===== config.mk =====
export PLATFORM = sky130hd
export DESIGN_NAME = at_command_sequencer
export DESIGN_NICKNAME = d
export VERILOG_FILES = /design/src/atcs_pkg.sv /design/src/atcs_match.sv /design/src/atcs_queue.sv /design/src/atcs_outbuf.sv /design/src/at_command_sequencer.sv
export SDC_FILE = /design/constraint.sdc
export NUM_CORES = 1
export LEC_CHECK = 0
export ABC_CLOCK_PERIOD_IN_PS = 8300
export BUFFER_PORTS_ARGS = -buffer_cell sky130_fd_sc_hd__buf_2
export CORE_UTILIZATION = 60
export CTS_BUF_LIST = sky130_fd_sc_hd__clkbuf_16
export DETAILED_ROUTE_END_ITERATION = 16
export GPL_TIMING_DRIVEN = 0
export PLACE_DENSITY = 0.77
export SYNTH_ARGS = -nofsm -noshare
export SYNTH_HDL_FRONTEND = slang
export SYNTH_SLANG_ARGS = --single-unit

===== constraint.sdc =====
create_clock -name aclk -period 8.3 [get_ports aclk]
set_input_delay 0 -clock aclk [delete_from_list [all_inputs] [get_ports aclk]]
set_output_delay 0 -clock aclk [all_outputs]
set_load 0.01 [all_outputs]

===== src/atcs_pkg.sv =====
`default_nettype none

package atcs_pkg;

    // Kinds of input word, carried on the input tuser.
    typedef enum logic [1:0] {
        CMD_QUEUE = 2'd0,
        CMD_BYTE  = 2'd1,
        CMD_TICK  = 2'd2,
        CMD_NONE  = 2'd3
    } command_t;

    typedef enum logic [1:0] {
        ST_READY   = 2'd0,
        ST_WAIT    = 2'd1,
        ST_GOT     = 2'd2,
        ST_TIMEOUT = 2'd3
    } fsm_state_t;

    // Reply codes. The code of a keyword is its place in the keyword list.
    localparam logic [2:0] RC_READY   = 3'd0;
    localparam logic [2:0] RC_OK      = 3'd1;
    localparam logic [2:0] RC_SEND_OK = 3'd2;
    localparam logic [2:0] RC_BUSY    = 3'd3;
    localparam logic [2:0] RC_FAIL    = 3'd4;
    localparam logic [2:0] RC_ERROR   = 3'd5;
    localparam logic [2:0] RC_UNKNOWN = 3'd6;

    // Restart causes reported on the result word.
    localparam logic [1:0] CAUSE_NONE  = 2'd0;
    localparam logic [1:0] CAUSE_ERROR = 2'd1;
    localparam logic [1:0] CAUSE_FAIL  = 2'd2;

    // Configuration register indexes.
    localparam logic CFG_RESET_HANDLE = 1'b0;
    localparam logic CFG_TIMEOUT      = 1'b1;

    localparam int          NumKeys      = 6;
    localparam logic [5:0]  PosMax       = 6'd63;
    localparam logic [7:0]  TimeoutReset = 8'd5;

    typedef struct packed {
        logic       push;
        logic [7:0] push_data;
        logic       pop;
    } queue_req_t;

    typedef struct packed {
        logic       push_ok;
        logic       pop_ok;
        logic [7:0] pop_data;
    } queue_status_t;

    typedef struct packed {
        logic       hit;
        logic [2:0] code;
    } match_t;

    // Length of each reply keyword, line ending included.
    function automatic logic [3:0] key_len(input logic [2:0] k);
        logic [3:0] len;
        unique case (k)
            3'd0:    len = 4'd7;
            3'd1:    len = 4'd4;
            3'd2:    len = 4'd9;
            3'd3:    len = 4'd11;
            3'd4:    len = 4'd6;
            3'd5:    len = 4'd7;
            default: len = 4'd0;
        endcase
        return len;
    endfunction

    // Character p of keyword k. Positions past the end return zero, but the
    // matcher also checks the length so a zero byte never matches there.
    function automatic logic [7:0] key_char(input logic [2:0] k, input logic [5:0] p);
        logic [7:0] c;
        c = 8'h00;
        unique case (k)
            3'd0: begin
                unique case (p)
                    6'd0: c = "r";  6'd1: c = "e";  6'd2: c = "a";  6'd3: c = "d";
                    6'd4: c = "y";  6'd5: c = 8'h0D; 6'd6: c = 8'h0A;
                    default: c = 8'h00;
                endcase
            end
            3'd1: begin
                unique case (p)
                    6'd0: c = "O";  6'd1: c = "K";  6'd2: c = 8'h0D; 6'd3: c = 8'h0A;
                    default: c = 8'h00;
                endcase
            end
            3'd2: begin
                unique case (p)
                    6'd0: c = "S";  6'd1: c = "E";  6'd2: c = "N";  6'd3: c = "D";
                    6'd4: c = " ";  6'd5: c = "O";  6'd6: c = "K";  6'd7: c = 8'h0D;
                    6'd8: c = 8'h0A;
                    default: c = 8'h00;
                endcase
            end
            3'd3: begin
                unique case (p)
                    6'd0: c = "b";  6'd1: c = "u";  6'd2: c = "s";  6'd3: c = "y";
                    6'd4: c = " ";  6'd5: c = "p";  6'd6: c = ".";  6'd7: c = ".";
                    6'd8: c = ".";  6'd9: c = 8'h0D; 6'd10: c = 8'h0A;
                    default: c = 8'h00;
                endcase
            end
            3'd4: begin
                unique case (p)
                    6'd0: c = "F";  6'd1: c = "A";  6'd2: c = "I";  6'd3: c = "L";
                    6'd4: c = 8'h0D; 6'd5: c = 8'h0A;
                    default: c = 8'h00;
                endcase
            end
            3'd5: begin
                unique case (p)
                    6'd0: c = "E";  6'd1: c = "R";  6'd2: c = "R";  6'd3: c = "O";
                    6'd4: c = "R";  6'd5: c = 8'h0D; 6'd6: c = 8'h0A;
                    default: c = 8'h00;
                endcase
            end
            default: c = 8'h00;
        endcase
        return c;
    endfunction

endpackage

`default_nettype wire


===== src/atcs_match.sv =====
`default_nettype none

// Byte-at-a-time matcher of response lines against the reply keywords.
module atcs_match (
    input  wire logic              aclk,
    input  wire logic              aresetn,
    input  wire logic              byte_en,
    input  wire logic [7:0]        line_byte,
    input  wire logic              line_last,
    output atcs_pkg::match_t       result
);

    logic [5:0] pos_reg, pos_next;
    logic [5:0] alive_reg, alive_next;
    logic [5:0] alive_now;

    always_comb begin
        alive_now = alive_reg;
        for (int k = 0; k < atcs_pkg::NumKeys; k++) begin
            if (!((pos_reg < {2'b00, atcs_pkg::key_len(3'(k))}) &&
                  (atcs_pkg::key_char(3'(k), pos_reg) == line_byte))) begin
                alive_now[k] = 1'b0;
            end
        end
    end

    always_comb begin
        result.hit  = 1'b0;
        result.code = atcs_pkg::RC_READY;
        for (int k = 0; k < atcs_pkg::NumKeys; k++) begin
            if (alive_now[k] &&
                ({2'b00, atcs_pkg::key_len(3'(k))} == pos_reg + 6'd1)) begin
                result.hit  = byte_en && line_last;
                result.code = 3'(k);
            end
        end
    end

    always_comb begin
        pos_next   = pos_reg;
        alive_next = alive_reg;
        if (byte_en) begin
            if (line_last) begin
                pos_next   = '0;
                alive_next = '1;
            end else begin
                alive_next = alive_now;
                if (pos_reg < atcs_pkg::PosMax) begin
                    pos_next = pos_reg + 6'd1;
                end
            end
        end
    end

    always_ff @(posedge aclk) begin
        if (!aresetn) begin
            pos_reg   <= '0;
            alive_reg <= '1;
        end else begin
            pos_reg   <= pos_next;
            alive_reg <= alive_next;
        end
    end

endmodule

`default_nettype wire


===== src/atcs_queue.sv =====
`default_nettype none

// Circular queue of command handles. The head entry is kept in a register
// read ahead from the store, so a pop returns its handle in the same cycle.
// A push and a pop may happen together; on an empty queue the pop then
// returns the handle being pushed.
module atcs_queue #(
    parameter int QUEUE_DEPTH = 8
) (
    input  wire logic                               aclk,
    input  wire logic                               aresetn,
    input  wire atcs_pkg::queue_req_t               req,
    output atcs_pkg::queue_status_t                 status,
    output logic [$clog2(QUEUE_DEPTH+1)-1:0]        count
);

    localparam int PtrW = $clog2(QUEUE_DEPTH);
    localparam int CntW = $clog2(QUEUE_DEPTH + 1);

    logic [7:0]      mem [QUEUE_DEPTH];
    logic [7:0]      head_reg;
    logic [PtrW-1:0] wr_ptr_reg, wr_ptr_next;
    logic [PtrW-1:0] rd_ptr_reg, rd_ptr_next;
    logic [CntW-1:0] cnt_reg, cnt_next;

    function automatic logic [PtrW-1:0] ptr_inc(input logic [PtrW-1:0] p);
        return (p == PtrW'(QUEUE_DEPTH - 1)) ? '0 : p + 1'b1;
    endfunction

    always_comb begin
        status.push_ok  = req.push && (cnt_reg < CntW'(QUEUE_DEPTH));
        status.pop_ok   = req.pop && ((cnt_reg != '0) || status.push_ok);
        status.pop_data = (cnt_reg == '0) ? req.push_data : head_reg;

        wr_ptr_next = status.push_ok ? ptr_inc(wr_ptr_reg) : wr_ptr_reg;
        rd_ptr_next = status.pop_ok  ? ptr_inc(rd_ptr_reg) : rd_ptr_reg;

        unique case ({status.push_ok, status.pop_ok})
            2'b10:   cnt_next = cnt_reg + 1'b1;
            2'b01:   cnt_next = cnt_reg - 1'b1;
            default: cnt_next = cnt_reg;
        endcase
    end

    assign count = cnt_next;

    always_ff @(posedge aclk) begin
        if (!aresetn) begin
            wr_ptr_reg <= '0;
            rd_ptr_reg <= '0;
            cnt_reg    <= '0;
        end else begin
            wr_ptr_reg <= wr_ptr_next;
            rd_ptr_reg <= rd_ptr_next;
            cnt_reg    <= cnt_next;
        end
    end

    always_ff @(posedge aclk) begin
        if (status.push_ok) begin
            mem[wr_ptr_reg] <= req.push_data;
        end
        if (status.push_ok && (wr_ptr_reg == rd_ptr_next)) begin
            head_reg <= req.push_data;
        end else begin
            head_reg <= mem[rd_ptr_next];
        end
    end

endmodule

`default_nettype wire


===== src/atcs_outbuf.sv =====
`default_nettype none

// Two-entry output buffer: a result register plus a skid register, so the
// input side can take one more word after the receiver stalls.
module atcs_outbuf #(
    parameter int W = 24
) (
    input  wire logic         aclk,
    input  wire logic         aresetn,
    input  wire logic         in_valid,
    output logic              in_ready,
    input  wire logic [W-1:0] in_data,
    output logic              out_valid,
    input  wire logic         out_ready,
    output logic [W-1:0]      out_data
);

    logic         out_valid_reg, out_valid_next;
    logic         skid_valid_reg, skid_valid_next;
    logic [W-1:0] out_data_reg, out_data_next;
    logic [W-1:0] skid_data_reg, skid_data_next;
    logic         push, pop;

    assign in_ready  = !skid_valid_reg;
    assign out_valid = out_valid_reg;
    assign out_data  = out_data_reg;
    assign push      = in_valid && !skid_valid_reg;
    assign pop       = out_valid_reg && out_ready;

    always_comb begin
        out_valid_next  = out_valid_reg;
        skid_valid_next = skid_valid_reg;
        out_data_next   = out_data_reg;
        skid_data_next  = skid_data_reg;
        if (pop) begin
            if (skid_valid_reg) begin
                out_data_next   = skid_data_reg;
                skid_valid_next = 1'b0;
            end else begin
                out_valid_next = push;
                out_data_next  = in_data;
            end
        end else if (!out_valid_reg) begin
            out_valid_next = push;
            out_data_next  = in_data;
        end else if (push) begin
            skid_valid_next = 1'b1;
            skid_data_next  = in_data;
        end
    end

    always_ff @(posedge aclk) begin
        if (!aresetn) begin
            out_valid_reg  <= 1'b0;
            skid_valid_reg <= 1'b0;
        end else begin
            out_valid_reg  <= out_valid_next;
            skid_valid_reg <= skid_valid_next;
        end
    end

    always_ff @(posedge aclk) begin
        out_data_reg  <= out_data_next;
        skid_data_reg <= skid_data_next;
    end

endmodule

`default_nettype wire


===== src/at_command_sequencer.sv =====
// Command sequencer for a modem-style module driven by text commands.
// Input words arrive on the s_ stream; s_tuser selects the kind of word:
// queue a command handle, one byte of a response line (s_tlast marks the
// line's final byte), or a service tick (new_second set when the seconds
// clock moved). Every accepted input word yields exactly one result word on
// the m_ stream, reporting put acceptance, any handle sent, timeout and
// restart events, and the state, reply code and queue depth after the word.
// The configuration port writes the restart handle (index 0) and the
// timeout in seconds (index 1). The user must write them only while the
// block is idle; the block itself does not enforce this. Throughput is
// one word per cycle while the receiver does not stall, set by the single
// decision pass from the state registers to the result register. A
// two-entry output buffer lets one more word in after the receiver stalls;
// s_tready then drops until m_tready takes a result.
// Reset (aresetn low at a clock edge) empties the queue, returns the state
// machine to ready with reply code ready, clears the seconds counter and the
// line matcher, and restores the configuration defaults (restart handle 0,
// timeout 5 seconds). No clearing pass is needed after reset.
`default_nettype none

module at_command_sequencer #(
    parameter int QUEUE_DEPTH = 8
) (
    input  wire logic        aclk,
    input  wire logic        aresetn,

    input  wire logic        s_tvalid,
    output logic             s_tready,
    // [7:0] cmd_handle, [15:8] line_byte, [16] new_second, rest zero
    input  wire logic [23:0] s_tdata,
    // [1:0] command
    input  wire logic [1:0]  s_tuser,
    input  wire logic        s_tlast,

    output logic             m_tvalid,
    input  wire logic        m_tready,
    // [0] put_accepted, [1] send_valid, [9:2] send_handle, [10] timeout_report,
    // [12:11] restart_cause, [14:13] fsm_state, [17:15] reply_code,
    // then queue_count (clog2(QUEUE_DEPTH+1) bits), rest zero
    output logic [((18 + $clog2(QUEUE_DEPTH + 1) + 7) / 8) * 8 - 1:0] m_tdata,

    input  wire logic        cfg_wr_en,
    input  wire logic        cfg_addr,
    input  wire logic [7:0]  cfg_wdata
);

    localparam int CntW    = $clog2(QUEUE_DEPTH + 1);
    localparam int OutBits = 18 + CntW;
    localparam int OutW    = ((OutBits + 7) / 8) * 8;

    // Configuration registers.
    logic [7:0] reset_handle_reg;
    logic [7:0] timeout_reg;

    always_ff @(posedge aclk) begin
        if (!aresetn) begin
            reset_handle_reg <= '0;
            timeout_reg      <= atcs_pkg::TimeoutReset;
        end else if (cfg_wr_en) begin
            unique case (cfg_addr)
                atcs_pkg::CFG_RESET_HANDLE: reset_handle_reg <= cfg_wdata;
                atcs_pkg::CFG_TIMEOUT:      timeout_reg      <= cfg_wdata;
                default:                    reset_handle_reg <= reset_handle_reg;
            endcase
        end
    end

    // Input word fields.
    logic                 take;
    atcs_pkg::command_t   command;
    logic [7:0]           cmd_handle;
    logic [7:0]           line_byte;
    logic                 new_second;

    assign take       = s_tvalid && s_tready;
    assign command    = atcs_pkg::command_t'(s_tuser);
    assign cmd_handle = s_tdata[7:0];
    assign line_byte  = s_tdata[15:8];
    assign new_second = s_tdata[16];

    // Response line matcher.
    atcs_pkg::match_t match;

    atcs_match u_match (
        .aclk      (aclk),
        .aresetn   (aresetn),
        .byte_en   (take && (command == atcs_pkg::CMD_BYTE)),
        .line_byte (line_byte),
        .line_last (s_tlast),
        .result    (match)
    );

    // Handle queue.
    atcs_pkg::queue_req_t    q_req;
    atcs_pkg::queue_status_t q_status;
    logic [CntW-1:0]         q_count;

    atcs_queue #(
        .QUEUE_DEPTH (QUEUE_DEPTH)
    ) u_queue (
        .aclk    (aclk),
        .aresetn (aresetn),
        .req     (q_req),
        .status  (q_status),
        .count   (q_count)
    );

    // Sequencer state.
    atcs_pkg::fsm_state_t state_reg, state_next;
    logic [2:0]           reply_reg, reply_next;
    logic [7:0]           sec_reg, sec_next;
    logic [7:0]           sec_inc;
    logic                 proceed;
    logic                 tmo;
    logic [1:0]           cause;

    always_ff @(posedge aclk) begin
        if (!aresetn) begin
            state_reg <= atcs_pkg::ST_READY;
            reply_reg <= atcs_pkg::RC_READY;
            sec_reg   <= '0;
        end else begin
            state_reg <= state_next;
            reply_reg <= reply_next;
            sec_reg   <= sec_next;
        end
    end

    always_comb begin
        state_next      = state_reg;
        reply_next      = reply_reg;
        sec_next        = sec_reg;
        sec_inc         = sec_reg + 8'd1;
        proceed         = 1'b0;
        tmo             = 1'b0;
        cause           = atcs_pkg::CAUSE_NONE;
        q_req.push      = 1'b0;
        q_req.push_data = reset_handle_reg;
        q_req.pop       = 1'b0;

        if (take) begin
            unique case (command)
                atcs_pkg::CMD_QUEUE: begin
                    q_req.push      = 1'b1;
                    q_req.push_data = cmd_handle;
                end
                atcs_pkg::CMD_BYTE: begin
                    if (match.hit) begin
                        state_next = atcs_pkg::ST_GOT;
                        reply_next = match.code;
                    end
                end
                atcs_pkg::CMD_TICK: begin
                    // Seconds bookkeeping comes first; the reply handling
                    // below then sees the state it leaves behind.
                    if (new_second) begin
                        if (state_reg == atcs_pkg::ST_TIMEOUT) begin
                            state_next = atcs_pkg::ST_WAIT;
                            q_req.push = 1'b1;
                            tmo        = 1'b1;
                        end else if (state_reg == atcs_pkg::ST_WAIT) begin
                            if (sec_inc >= timeout_reg) begin
                                sec_next   = '0;
                                state_next = atcs_pkg::ST_TIMEOUT;
                            end else begin
                                sec_next = sec_inc;
                            end
                        end
                    end

                    proceed = 1'b1;
                    if (state_next == atcs_pkg::ST_GOT) begin
                        if (reply_reg == atcs_pkg::RC_BUSY ||
                            reply_reg == atcs_pkg::RC_UNKNOWN) begin
                            proceed = 1'b0;
                        end else if (reply_reg == atcs_pkg::RC_ERROR ||
                                     reply_reg == atcs_pkg::RC_FAIL) begin
                            cause      = (reply_reg == atcs_pkg::RC_ERROR) ?
                                         atcs_pkg::CAUSE_ERROR : atcs_pkg::CAUSE_FAIL;
                            reply_next = atcs_pkg::RC_UNKNOWN;
                            state_next = atcs_pkg::ST_WAIT;
                            q_req.push = 1'b1;
                            proceed    = 1'b0;
                        end else begin
                            reply_next = atcs_pkg::RC_UNKNOWN;
                            state_next = atcs_pkg::ST_READY;
                        end
                    end else if (state_next == atcs_pkg::ST_TIMEOUT) begin
                        proceed = 1'b0;
                    end

                    q_req.pop = proceed;
                    if (q_status.pop_ok) begin
                        state_next = atcs_pkg::ST_WAIT;
                    end
                end
                default: begin
                    // Unused selector: only the status is reported.
                end
            endcase
        end
    end

    // Result word.
    logic [OutW-1:0] result;
    logic            put_accepted;
    logic            send_valid;
    logic [7:0]      send_handle;

    assign put_accepted = (command == atcs_pkg::CMD_QUEUE) && q_status.push_ok;
    assign send_valid   = q_status.pop_ok;
    assign send_handle  = q_status.pop_ok ? q_status.pop_data : 8'h00;

    assign result = OutW'({q_count, reply_next, state_next, cause, tmo,
                           send_handle, send_valid, put_accepted});

    atcs_outbuf #(
        .W (OutW)
    ) u_outbuf (
        .aclk      (aclk),
        .aresetn   (aresetn),
        .in_valid  (s_tvalid),
        .in_ready  (s_tready),
        .in_data   (result),
        .out_valid (m_tvalid),
        .out_ready (m_tready),
        .out_data  (m_tdata)
    );

endmodule

`default_nettype wire


Word level (Yosys, flattened, before mapping)
Memory sizes are Yosys's and may differ from the RTL's. A register that Yosys moved wholly into a read port is not among the register bits.
Index checks and enable logic that the tools add are counted.
W data, S select, Z words.
{"block": "classes", "n_shift": 0, "order_cmp": 8, "reduce_logical": 37, "div_mod_pow": 0, "eq_ne": 33, "add_sub_neg": 6, "mul": 0, "bitwise": 4, "n_mux": 79}
{"operator": "$pmux W7 S7", "n": 1}
{"operator": "$mux W24", "n": 2}
{"operator": "$mux W8", "n": 6}
{"operator": "$pmux W7 S6", "n": 1}
{"operator": "$mux W4", "n": 10}
{"operator": "$pmux W7 S5", "n": 1}
{"operator": "$mux W2", "n": 17}
{"operator": "$eq A7 B8 Y1", "n": 4}
{"operator": "$pmux W7 S4", "n": 1}
{"operator": "$mux W1", "n": 24}
{"operator": "$mux W22", "n": 1}
{"operator": "$mux W3", "n": 7}
{"operator": "$logic_and A1 B1 Y1", "n": 19}
{"operator": "$eq A3 B6 Y1 const A", "n": 3}
{"operator": "$eq A6 B3 Y1 const B", "n": 3}
{"operator": "$lt A6 B3 Y1 const B", "n": 3}
{"operator": "$mux W6", "n": 3}
{"operator": "$eq A8 B8 Y1", "n": 2}
{"operator": "$eq A3 B3 Y1 const B", "n": 5}
{"operator": "$eq A4 B6 Y1 const A", "n": 2}
{"operator": "$eq A6 B2 Y1 const B", "n": 2}
{"operator": "$lt A6 B4 Y1 const B", "n": 2}
{"operator": "$eq A2 B2 Y1 const B", "n": 5}
{"operator": "$mux W10", "n": 1}
{"operator": "other kinds (29)", "n": 42}
{"block": "totals", "wordCells": 184, "out_inout_bits": 26, "latch_bits": 0, "mem_bits_ro": 224, "register_bits": 99, "memories": 3, "in_bits": 41, "mem_bits_rw": 64}
{"memory": "(name not given)", "depth": 16, "word_bits": 7, "read_ports": 1, "rd_ports_with_merged_regs": 1, "write_ports": 0, "line_no": "atcs_pkg.sv:94", "text": "unique case (p)"}
{"memory": "(name not given)", "depth": 16, "word_bits": 7, "read_ports": 1, "rd_ports_with_merged_regs": 1, "write_ports": 0, "line_no": "atcs_pkg.sv:102", "text": "unique case (p)"}
{"memory": "u_queue.mem", "depth": 8, "word_bits": 8, "read_ports": 1, "rd_ports_with_merged_regs": 1, "write_ports": 1, "line_no": "atcs_queue.sv:20", "text": "logic [7:0] mem [QUEUE_DEPTH];"}

Logic depth before layout (Yosys ltp)
{"block": "depth", "word_depth": 21, "mapped_depth": 20, "mapped_depth_nobuf": 18}

Modules after synthesis
A second synthesis with hierarchy kept.
{"block": "unflattened", "hier_cells": 847, "hier_area_um2": 9399.0}
{"mod": "atcs_queue", "seq_area_each_um2": 2182.1, "n_inst": 1, "area_per_inst_um2": 3271.9, "cells_per_inst": 221}
{"mod": "atcs_match", "seq_area_each_um2": 520.5, "n_inst": 1, "area_per_inst_um2": 2337.2, "cells_per_inst": 298}
{"mod": "atcs_outbuf", "seq_area_each_um2": 1481.4, "n_inst": 1, "area_per_inst_um2": 1914.3, "cells_per_inst": 88}
{"mod": "at_command_sequencer", "seq_area_each_um2": 580.6, "n_inst": 1, "area_per_inst_um2": 1875.5, "cells_per_inst": 240}

Worst setup path before layout
No wires, ideal clock.
{"block": "synth_timing", "path_type": "reg-to-reg", "from": "reg sec_reg[2]", "to": "reg u_outbuf.out_data_reg[20], in the netlist u_outbuf.out_data[20], data pin", "slack_ps": 4545, "required_ps": 8045, "t_arrival_ps": 3500, "path_stages_with_launch": 20, "synth_period_minus_slack_ps": 3755, "n_path_buf": 1, "cell_sequence": "dfxtp_1 and3_1 and3_1 nand3_1 xnor2_1 ha_1 a2111oi_0 o21ai_1 and3_1 nor2_1 ha_1 clkbuf_1 xor2_1 ha_1 a21oi_1 xor2_1 nor2_1 xor2_1 nor2_1 nor2_1"}
{"element": "start: declaration", "line_no": "at_command_sequencer.sv:111", "text": "logic [7:0] sec_reg, sec_next;"}
{"element": "start signal: assignment", "line_no": "at_command_sequencer.sv:125", "text": "sec_reg <= sec_next;"}
{"element": "end signal: assignment", "line_no": "atcs_outbuf.sv:63", "text": "out_data_reg <= out_data_next;"}
{"element": "end: declaration", "line_no": "atcs_outbuf.sv:20", "text": "logic [W-1:0] out_data_reg, out_data_next;"}

==> impl_metrics.json <==
{
  "cts-root-buf": "clkbuf_16",
  "max-slew-margin-rel_pct": 12.3,
  "worstPathRequired_ns": 8.48,
  "setup-violations-final": 0,
  "cts.path.max_buffers": 2,
  "grt_use_met1_pct": 36.6,
  "hold_ws_ns": 0.0405,
  "nNetsFinal": 1005,
  "synth_edf_count": 108,
  "path_common_cell": "nor2_1",
  "grt_use_total_pct": 28.2,
  "seq_area_frac_synth_pct": 51.4,
  "cts_sinks": 178,
  "grt_start_max_net_pins": 24,
  "antenna_left": 0,
  "cp_max_fo": 8,
  "grt_use_met2_pct": 47.2,
  "area_growth_pct": 13.0,
  "n_fill_cell": 1066,
  "die_x_um": 125,
  "tightest_slew_ns": 1.31,
  "antennaDiodeCount": 0,
  "period_share_pct": 54.4,
  "synth_cell_types": 76,
  "synth_top_area_share_pct": 35.9,
  "synth.area.top_cells": "edfxtp_1, dfxtp_1, mux4_2, ha_1, nand2_1",
  "synth_largest_area_cell": "edfxtp_1",
  "cpMaxStageDelayCell": "dfxtp_1",
  "crit_chain": "and3_1, and3_1, nand3_1, xnor2_1, ha_1, a2111oi_0, o21ai_1, and3_1, nor2_1, ha_1, clkbuf_1, xor2_1, ha_1, a21oi_1, xor2_1, nor2_1, xor2_1, nor2_1, nor2_1",
  "synth_area_mm2": 0.00903,
  "status": "finished, final reports clean",
  "htree_levels": 4,
  "die-area_mm2": 0.0155,
  "rows": 44,
  "die_y_um": 125,
  "yosysWarnings": 0,
  "yosys-top-cells-count": "edfxtp_1, nand2_1, dfxtp_1, nor2_1, a21oi_1",
  "timing.fmax_mhz": 221,
  "vdd_ir_drop_max_mv": 0.183,
  "p_leak_nw": 4.18,
  "synth-seq-cells": 178,
  "final.setup.tns_ns": 0,
  "grt_pass1_wl_um": 34300,
  "cpPeakStageDelay_ns": 0.42,
  "hold_violations": 0,
  "antenna_found_initial": 0,
  "grtUsageMet3_pct": 5.67,
  "synth_ff_type": "edfxtp_1",
  "viasPerCell": 6.16,
  "drt_first_pass_iters": 6,
  "critical_path_class": "reg -> reg",
  "cts_tree": "built",
  "layout-drive-gt1-share_pct": 13.3,
  "io_buffer_count": 51,
  "clk_pin_slew_ns": 0.07,
  "end_kind": "register",
  "cts_inserted_buffers": 17,
  "rsz0062_at_grt": "no",
  "place_congestion": 0.930,
  "slew_viol_final": 0,
  "wl_um": 21300,
  "first_iter_violations": 768,
  "post_cts_buffers": 0,
  "skew_ns": 0.00873,
  "async_flop_share_pct": 0,
  "dp_hpwl_um": 15100,
  "cp-start-kind": "register",
  "fin_util_pct": 69.9,
  "power_density_mw_per_mm2": 183,
  "ios": 67,
  "synth.most_common_cell": "edfxtp_1",
  "grt-busiest-layer": "met2",
  "final-seq-area_mm2": 0.00464,
  "fin_crit_ns": 4.52,
  "drc": 0,
  "wl_per_cell_um": 18.8,
  "start_util_pct": 61.9,
  "critPathBufInv": 1,
  "syn_area_per_cell_um2": 10.6,
  "multi_input_area_mm2": 0.00406,
  "grt_pass1_vias": 6785,
  "cap_violations": 0,
  "vias": 6974,
  "largest_reg_flops": 64,
  "critPathArrivalTime_ns": 4.70,
  "insertion_delay_ns": 0.42,
  "synthCells": 851,
  "crit_family": "simple AND/OR/NAND/NOR gates",
  "hp-class": "in -> reg",
  "fp.coreArea_mm2": 0.0146,
  "gr-total-overflow": 0
}
## logic make-up (layout without fill, tap and decap cells)
kind of cell               count (synthesis)  after routing  share of synthesized area [%]
and+or+nand+nor                          293            293                           16.7
AOI/OAI and AO/OA                        192            192                           14.0
DFF                                      178            178                           51.4
buffers and inverters                     83            180                           3.69
muxes                                     43             43                           7.04
xor gates and xnor gates                  33             33                           3.20
adders and majority gates                 28             28                           3.88
other                                      1              2                         0.0415
## cell usage in the layout, fill, tap and decap left out, types with 6 or more instances in the layout
| cell | instances |
|---|---|
| edfxtp_1 | 108 |
| nand2_1 | 82 |
| dfxtp_1 | 70 |
| nor2_1 | 62 |
| buf_2 | 56 |
| a21oi_1 | 55 |
| clkbuf_1 | 38 |
| o21ai_0 | 35 |
| inv_1 | 34 |
| ha_1 | 28 |
| nand3_1 | 23 |
| mux2i_1 | 23 |
| a21o_1 | 19 |
| and3_1 | 18 |
| xnor2_1 | 17 |
| nor3_1 | 17 |
| clkbuf_16 | 17 |
| xor2_1 | 16 |
| mux4_2 | 16 |
| nor2b_1 | 15 |
| a211oi_1 | 15 |
| dlygate4sd3_1 | 11 |
| nand2b_1 | 10 |
| and2_1 | 10 |
| a31oi_1 | 8 |
| nand4_1 | 7 |
| o211ai_1 | 7 |
| nor4_1 | 7 |
| o21a_1 | 6 |
| nor3b_1 | 6 |
## area by class of cell
type | instances | area share [%]
sequential | 178 | 45.5
multi-input combinational | 591 | 39.8
clock buffer | 17 | 4.17
timing repair buffer | 65 | 3.83
tap | 184 | 2.26
buffer | 50 | 2.05
inverter | 33 | 1.21
clock inverter | 15 | 1.14
## path summary, 6_finish.rpt
| check | slack [ns] | endpoint | startpoint | cells past startpoint |
|---|---|---|---|---|
| worst max-delay path | 3.78 | u_outbuf.out_data[20] | sec_reg[2] | 19 |
| worst min-delay path | 0.04 | timeout_reg[7] | cfg_addr | 4 |
| worst max register to register | 3.78 | u_outbuf.out_data[20] | sec_reg[2] | 19 |
| worst min register to register | 0.46 | timeout_reg[7] | timeout_reg[7] | 2 |
## metal layers
layer  up-vias  wire length (um)
met5         -                 0
li1       3303                 -
met1      3339              8920
met3        45              1350
met2       287             10500
met4         0               522
## per-stage QoR
stage | cell area [um^2] | std cells | total power [mW] | setup WS [ns]
2_1_floorplan | 9030 | 852 | 1.08 | 4.55
3_3_place_gp | 9520 | 1087 | 1.13 | 4.11
3_5_place_dp | 9540 | 1088 | 1.13 | 3.86
4_1_cts | 10200 | 1131 | 1.87 | 3.81
5_1_grt | 10200 | 1133 | 1.92 | 3.43
6_report | 10200 | 1133 | 1.86 | 3.78
## worst min-delay path: cells and delay by family
kind,cells,cell delay (ns)
buffers and inverters,1,0.09
and+or+nand+nor,2,0.27
AOI/OAI and AO/OA,1,0.05
## timing repair
item	in CTS	in global routing
endpoints found under the hold margin	18	0
resized for setup	0	0
hold buffers	11	0
## report_power, final
group	switching (mW)	leakage (nW)	internal (mW)	total, mW
Combinational	0.0953	2.30	0.0577	0.153
Clock	0.332	0.270	0.410	0.742
Sequential	0.0103	1.61	0.958	0.969
(Power assumes the default switching activity.)
